--- config.mk ---
export PLATFORM = sky130hd
export DESIGN_NAME = card_number_luhn_and_brand_check_top
export DESIGN_NICKNAME = d
export VERILOG_FILES = /design/src/design/cnlb_pkg.sv /design/src/design/cnlb_brand.sv /design/src/design/cnlb_accum.sv /design/src/design/card_number_luhn_and_brand_check_top.sv
export SDC_FILE = /design/constraint.sdc
export NUM_CORES = 1
export LEC_CHECK = 0
export BUFFER_PORTS_ARGS = -buffer_cell sky130_fd_sc_hd__clkbuf_2
export CAP_MARGIN = 10
export CORE_ASPECT_RATIO = 0.9
export CORE_MARGIN = 2
export CORE_UTILIZATION = 50
export CTS_CLUSTER_SIZE = 10
export DETAILED_ROUTE_END_ITERATION = 8
export PLACE_DENSITY = 0.67
export SKIP_LAST_GASP = 1
export SYNTH_ARGS = -nofsm -noshare
export SYNTH_HDL_FRONTEND = slang
export SYNTH_SLANG_ARGS = --single-unit
--- constraint.sdc ---
create_clock -name clk -period 5.7 [get_ports clk]
set_input_delay 0.855 -clock clk [delete_from_list [all_inputs] [get_ports clk]]
set_output_delay 0.855 -clock clk [all_outputs]
set_load 0.05 [all_outputs]
--- src/design/cnlb_pkg.sv ---
// Shared types, constants and helper functions for the card number checker.
package cnlb_pkg;

  // Longest number length that can still carry a brand
  localparam int unsigned MAX_DIGITS = 19;

  localparam int unsigned CountW = 5;
  localparam logic [CountW-1:0] COUNT_SAT = '1;

  // Code kept for a leading character that is not a digit
  localparam logic [3:0] NON_DIGIT = 4'd15;

  // Brand codes
  localparam logic [3:0] BRAND_UNKNOWN    = 4'd0;
  localparam logic [3:0] BRAND_UP         = 4'd1;
  localparam logic [3:0] BRAND_MASTERCARD = 4'd2;
  localparam logic [3:0] BRAND_BANKCARD   = 4'd3;
  localparam logic [3:0] BRAND_VISA       = 4'd4;
  localparam logic [3:0] BRAND_AMEX       = 4'd5;
  localparam logic [3:0] BRAND_DISCOVER   = 4'd6;
  localparam logic [3:0] BRAND_DINERS     = 4'd7;
  localparam logic [3:0] BRAND_JCB        = 4'd8;

  typedef logic [3:0] digit_t;
  typedef logic [3:0][3:0] lead_t;

  typedef struct packed {
    logic [7:0] char_code;
    logic       last;
  } chr_t;

  typedef struct packed {
    logic                number_ok;
    logic                luhn_ok;
    logic [3:0]          card_brand;
    logic [CountW-1:0]   digit_count;
  } res_t;

  // Luhn doubling of one digit, folded back to a single digit
  function automatic digit_t luhn_double(input digit_t d);
    logic [4:0] twice;
    twice = {d, 1'b0};
    if (d > 4'd4) begin
      twice = twice - 5'd9;
    end
    return twice[3:0];
  endfunction

  // Sum of two values below ten, modulo ten
  function automatic digit_t add_mod10(input digit_t a, input digit_t b);
    logic [4:0] s;
    s = {1'b0, a} + {1'b0, b};
    if (s >= 5'd10) begin
      s = s - 5'd10;
    end
    return s[3:0];
  endfunction

endpackage

--- src/design/cnlb_brand.sv ---
// Brand decode from the number length and the first four digits.
module cnlb_brand (
  input  logic [cnlb_pkg::CountW-1:0] count,
  input  cnlb_pkg::lead_t             lead,
  output logic [3:0]                  brand
);
  import cnlb_pkg::*;

  digit_t a, b, c, e;
  logic   len13, len14, len15, len16, len19;

  assign a = lead[0];
  assign b = lead[1];
  assign c = lead[2];
  assign e = lead[3];

  assign len13 = (count == CountW'(13));
  assign len14 = (count == CountW'(14));
  assign len15 = (count == CountW'(15));
  assign len16 = (count == CountW'(16));
  assign len19 = (count == CountW'(19));

  // Try the prefix rules in priority order; first match wins
  always_comb begin
    priority if (count > CountW'(MAX_DIGITS)) begin
      brand = BRAND_UNKNOWN;
    end else if ((len16 || len19) && a == 4'd6) begin
      brand = BRAND_UP;
    end else if (len16 && a == 4'd5 && b != 4'd0 && b <= 4'd5) begin
      brand = BRAND_MASTERCARD;
    end else if (len16 && a == 4'd5 && b == 4'd6 && c <= 4'd1) begin
      brand = BRAND_BANKCARD;
    end else if ((len16 || len13) && a == 4'd4) begin
      brand = BRAND_VISA;
    end else if (len15 && a == 4'd3 && (b == 4'd4 || b == 4'd7)) begin
      brand = BRAND_AMEX;
    end else if (len16 && a == 4'd6 && b == 4'd0 && c == 4'd1 && e == 4'd1) begin
      brand = BRAND_DISCOVER;
    end else if (len14 && a == 4'd3 && (b == 4'd0 || b == 4'd6 || b == 4'd8) &&
                 (b != 4'd0 || c <= 4'd5)) begin
      brand = BRAND_DINERS;
    end else if ((len16 || len15) && a == 4'd3 && b == 4'd5) begin
      brand = BRAND_JCB;
    end else begin
      brand = BRAND_UNKNOWN;
    end
  end

endmodule

--- src/design/cnlb_accum.sv ---
// Per-number running state: count, Luhn sums, digit flag and leading digits.
module cnlb_accum (
  input  logic           clk,
  input  logic           rst,
  input  logic           step,
  input  cnlb_pkg::chr_t item,
  output cnlb_pkg::res_t result
);
  import cnlb_pkg::*;

  logic [CountW-1:0] char_total, char_total_next;
  digit_t            sum_even, sum_even_next;
  digit_t            sum_odd, sum_odd_next;
  logic              all_digits, all_digits_next;
  lead_t             lead, lead_next;

  logic   is_digit;
  digit_t d, d_dbl;
  logic [3:0] brand;

  // Classify the character
  assign is_digit = (item.char_code >= 8'd48) && (item.char_code <= 8'd57);
  assign d        = is_digit ? 4'(item.char_code - 8'd48) : 4'd0;
  assign d_dbl    = luhn_double(d);

  // Fold the character into the running state
  always_comb begin
    char_total_next = char_total;
    sum_even_next   = sum_even;
    sum_odd_next    = sum_odd;
    all_digits_next = all_digits && is_digit;
    lead_next       = lead;
    if (char_total < CountW'(4)) begin
      lead_next[char_total[1:0]] = is_digit ? d : NON_DIGIT;
    end
    if (char_total != COUNT_SAT) begin
      if (!char_total[0]) begin
        sum_even_next = add_mod10(sum_even, d_dbl);
        sum_odd_next  = add_mod10(sum_odd, d);
      end else begin
        sum_even_next = add_mod10(sum_even, d);
        sum_odd_next  = add_mod10(sum_odd, d_dbl);
      end
      char_total_next = char_total + CountW'(1);
    end
  end

  cnlb_brand u_brand (
    .count (char_total_next),
    .lead  (lead_next),
    .brand (brand)
  );

  // Build the result from the updated state
  always_comb begin
    result.number_ok   = all_digits_next && (char_total_next <= CountW'(16));
    result.luhn_ok     = char_total_next[0] ? (sum_odd_next == 4'd0)
                                            : (sum_even_next == 4'd0);
    result.card_brand  = brand;
    result.digit_count = char_total_next;
  end

  // Advance on each beat; clear after the closing character
  always_ff @(posedge clk) begin
    if (rst || (step && item.last)) begin
      char_total <= '0;
      sum_even   <= '0;
      sum_odd    <= '0;
      all_digits <= 1'b1;
      lead       <= '0;
    end else if (step) begin
      char_total <= char_total_next;
      sum_even   <= sum_even_next;
      sum_odd    <= sum_odd_next;
      all_digits <= all_digits_next;
      lead       <= lead_next;
    end
  end

endmodule

--- src/design/card_number_luhn_and_brand_check_top.sv ---
// Top level of the card number Luhn and brand checker.
//
// Input channel chr_*: one ASCII character per beat, with last set on the
// final character of a card number. Output channel res_*: one result beat
// per number, carrying number_ok, luhn_ok, card_brand and digit_count.
// A beat moves on a rising edge with valid high and stall low.
//
// Characters pass through an input register, are folded into the running
// count, Luhn sums and leading digits, and the closing character loads the
// result register as it leaves the input register. One character is taken
// every cycle while no closing character waits on a stalled result;
// characters that are not last keep flowing while a result waits to be taken.
//
// Reset (rst, synchronous) empties both registers and returns the running
// state to an empty number. While the receiver stalls a waiting result, the
// result holds, and a closing character stays in the input register, which
// stalls the input channel until the result is taken.
module card_number_luhn_and_brand_check_top (
  input  logic           clk,
  input  logic           rst,
  input  logic           chr_valid,
  output logic           chr_stall,
  input  cnlb_pkg::chr_t chr_data,
  output logic           res_valid,
  input  logic           res_stall,
  output cnlb_pkg::res_t res_data
);
  import cnlb_pkg::*;

  logic  s1_valid;
  chr_t  s1_data;
  logic  advance;
  res_t  result;

  // Move the held character on unless it closes a number and the result is blocked
  assign advance   = s1_valid && (!s1_data.last || !res_valid || !res_stall);
  assign chr_stall = s1_valid && !advance;

  // Input register
  always_ff @(posedge clk) begin
    if (rst) begin
      s1_valid <= 1'b0;
    end else if (chr_valid && !chr_stall) begin
      s1_valid <= 1'b1;
    end else if (advance) begin
      s1_valid <= 1'b0;
    end
  end

  always_ff @(posedge clk) begin
    if (chr_valid && !chr_stall) begin
      s1_data <= chr_data;
    end
  end

  cnlb_accum u_accum (
    .clk    (clk),
    .rst    (rst),
    .step   (advance),
    .item   (s1_data),
    .result (result)
  );

  // Result register: load on a closing character, drop when taken
  always_ff @(posedge clk) begin
    if (rst) begin
      res_valid <= 1'b0;
    end else if (advance && s1_data.last) begin
      res_valid <= 1'b1;
    end else if (!res_stall) begin
      res_valid <= 1'b0;
    end
  end

  always_ff @(posedge clk) begin
    if (advance && s1_data.last) begin
      res_data <= result;
    end
  end

endmodule

==> results.md <==
- DR vias: 3,818
- Sequential power share: 49.8%
- EDFF count, synth: 20
- Post-DRT Antenna Nets: 0
- GR Layer Usage met2: 38.96%
- Hpwl dp: 7765 um
- Die Area: 0.008790 mm^2
- Gate power share: 19.6%
- Hold Buf Count CTS: 0
- Netlist cell types: 73
- Routed WL: 10,370 um
- # fillers: 734
- Synth Area per Inst: 8.007 um^2
- Max IR drop VDD: 0.0001170 V
- XOR/XNOR Fraction of Synth Area: 4.318%
- Fin. Hold Viols: 0
- GR peak layer: met2
- Hold Path Class: reg -> reg
- Gr ovfl total: 0
- Final setup violation count: 0
- Clock-pin slew on the worst setup and hold paths: 0.11 ns
- Leak: 1.637 nW
- First-pass detailed-route iteration total: 4
- Critical Path Source Type: register
- Net switching power figure: 0.0002621 W
- Cts bufs inserted: 5
- Setup TNS: 0 ns
- Outcome: finished clean
- Clock network fraction of total power: 30.6%
- Clk buf depth: 2
- CTS H-Tree Depth: 2
- FF-to-FF path depth: 17
- Met3 Resource Use GR: 3.284%
- Placer Congestion: 0.8599
- Mapped Cells: 503
- Crit. End Element: register
- RSZ-0062 raised after global routing: no
- # IOs: 26
- Tot GR Track Use: 23.98%
- Synth Area in Simple Gates: 28.08%
- Tcrit/Tclk final: 85.22%
- Core Area: 0.007951 mm^2
- Clk sinks: 52
- Least-Margin Pin Slew: 0.8225 ns
- Adder-cell share of the synthesized area: 7.518%
- Synth Net Count: 539
- P&R area growth vs syn: 6.772%
- Post-DR wirelength/cell: 16.97 um
- Final Skew: 0.01350 ns
- Pins over their slew limit: 0
- Core Rows: 31
- Pint: 0.0005748 W
- Post-synth design cell area: 0.004028 mm^2
- Reg-to-Reg End: res_data[9]
- Slew margin rel.: 45.03%
- DRC violations left: 0
- Critical path type: reg -> reg
- Post-CTS setup repair buffer count: 0
- Cts repair resizes: 0
- Top FF cell, synth: dfxtp_1
- First-pass GRT wire length: 16,930 um
- Critical path endpoint: res_data[9]
- Initial antenna violation count: 0
- Layout cells sized above 1: 10.35%
- Vias/cell: 6.249
- Met1 Use GR: 34.23%
- Max-cap viol count: 0
- Peak Freq: 205.9 MHz
- Crit. Startpoint: s1_data[2]
- Clock Root Buffer: clkbuf_8
- Die X: 98.61 um
- Max FO, Critical Path: 12
- Mux cell area share after synthesis: 1.243%
- Compound-Gate Fraction of Synth Area: 23.58%
- Main combinational cell family by area after synthesis: simple AND/OR/NAND/NOR gates
- Fin crit period: 4.857 ns
- Critical path arrival: 5.01 ns
- Chip height: 89.15 um
- Reg2reg start: s1_data[2]
- CTS tree: yes
- IO Port Bufs: 25
- Vias in the first global route: 3,349
- R2R Setup Slk: 0.84 ns
- Synth Register Bits: 52
- Sequential area share after synthesis: 30.82%
- Antenna diode count: 0
- Syn. warnings: 0
- Worst EP required: 5.85 ns
- Initial Utilization: 50.65%
- Pwr/cell area: 194.6 mW/mm^2
- Final Core Density: 54.08%
- Worst-skew pair later-pin latency: 0.32 ns
- Initial drt markers: 307
- Final #Nets: 547
- Largest net degree at the start of global routing: 28
- Sw Ratio: 31.32%
- Ys async rst share: 0%
## per-stage QoR
step                      setup WS (ns)  instances  total power (W)  cell area [um^2]  hold WS [ns]
after floorplan                   1.483        503        0.0005462              4028        0.4367
after global placement            1.201        603        0.0005820              4192        0.4444
after detailed placement         0.9388        603        0.0005858              4192        0.4522
after CTS                        0.9032        611        0.0008354              4300        0.4680
after global routing             0.3874        611        0.0008706              4300        0.4799
final                            0.8425        611        0.0008369              4300        0.4664
## cells in the mapped netlist (all sizes together), types with 2 or more instances
cell type / number / area share, %
nand3: 11 / 1.4
nor2b: 7 / 1.1
dfxtp: 32 / 16
fa: 2 / 0.99
a21boi: 4 / 0.75
a21oi: 43 / 5.3
a2111oi: 2 / 0.43
nor3: 24 / 3.0
o31ai: 4 / 0.75
mux2i: 5 / 1.2
or4: 3 / 0.56
a41oi: 3 / 0.65
o211ai: 2 / 0.37
a31oi: 10 / 1.6
and3: 4 / 0.62
clkbuf: 20 / 1.9
a31o: 3 / 0.65
a211oi: 13 / 2.5
o211a: 3 / 0.75
nand2b: 3 / 0.47
and2: 5 / 0.78
xor2: 3 / 0.84
o22ai: 3 / 0.47
nand4: 5 / 0.78
or3: 2 / 0.31
nor4bb: 2 / 0.50
or2: 3 / 0.47
nand4b: 6 / 1.3
a221oi: 4 / 0.87
buf: 7 / 0.81
ha: 21 / 6.5
o21a: 5 / 1.1
a21o: 7 / 1.3
nor4b: 7 / 2.0
nor4: 7 / 1.1
a311oi: 3 / 0.65
nor2: 66 / 6.2
o21ai: 19 / 2.6
nand2: 52 / 4.8
edfxtp: 20 / 15
inv: 18 / 1.7
xnor2: 16 / 3.5
nor3b: 4 / 0.87
## power by group through the flow
stage	combinational [W]	sequential, W	clock (W)
final	0.000164	0.000417	0.000256
after global routing	0.000183	0.000419	0.000269
after CTS	0.000162	0.000416	0.000257
after detailed placement	0.000161	0.000425	0
after global placement	0.000158	0.000424	0
after floorplan	0.000119	0.000427	0
## layer usage
layer | up-vias | wire length [um]
li1 | 1884 | -
met1 | 1796 | 5059
met2 | 124 | 4595
met3 | 14 | 587
met4 | 0 | 126
met5 | - | 0
## critical path: stages (launching register included)
cell	delay, ns
edfxtp_1	0.57
or2_1	0.35
a21oi_1	0.23
nand2_1	0.15
ha_1	0.20
nor3b_1	0.27
o21a_1	0.25
xnor2_1	0.24
inv_1	0.16
fa_1	0.46
xor2_1	0.33
ha_1	0.32
a21oi_1	0.11
a31oi_1	0.19
a211o_1	0.13
a31oi_1	0.11
or3_1	0.40
o32ai_2	0.21
## cells in the final DEF (no fill, tap or decap), types with 6 or more instances in the layout
cell type | Yosys | layout
nor2b_1 | 7 | 7
nand4b_1 | 6 | 6
clkbuf_2 | 0 | 25
a31oi_1 | 10 | 10
inv_1 | 18 | 18
nor4_1 | 7 | 7
dfxtp_1 | 32 | 32
nand2_1 | 52 | 52
a21oi_1 | 43 | 43
nand3_1 | 11 | 11
o21ai_0 | 17 | 17
xnor2_1 | 16 | 16
ha_1 | 21 | 21
nor2_1 | 66 | 66
a21o_1 | 7 | 7
edfxtp_1 | 20 | 20
nor3_1 | 24 | 24
a211oi_1 | 12 | 12
## worst min path at each step
stage                    start              end  depth (start not counted)
2_1_floorplan  u_accum.lead[0]  u_accum.lead[0]                          2
3_3_place_gp   u_accum.lead[0]  u_accum.lead[0]                          2
3_5_place_dp   u_accum.lead[0]  u_accum.lead[0]                          2
4_1_cts        u_accum.lead[5]  u_accum.lead[5]                          2
5_1_grt        u_accum.lead[0]  u_accum.lead[0]                          2
6_report       u_accum.lead[5]  u_accum.lead[5]                          2
## area by class of cell
cell class / instances / area (um^2) / area share [%]
clock inverters: 2 / 15.01 / 0.3491
inverters: 19 / 71.32 / 1.658
repair buffers: 28 / 147.6 / 3.433
well taps: 99 / 123.9 / 2.880
flip-flops and latches: 52 / 1241 / 28.86
clock buffers: 6 / 93.84 / 2.182
multi-input cells: 405 / 2608 / 60.63
## state kept, by name, summed over array words and instances (netlist names)
name and flops:
u_accum.lead 16, res_data 11, s1_data 9, u_accum.char_total 5
u_accum.sum_even 4, u_accum.sum_odd 4, res_valid 1, s1_valid 1
u_accum.all_digits 1
## cells by family after synthesis
kind of cell,after synthesis
compound gates,139
xor+xnor,19
fa+ha+maj,23
buf+inv,46
flops,52
mux,5
simple gates,219
Power figures use the tool's default switching activity.
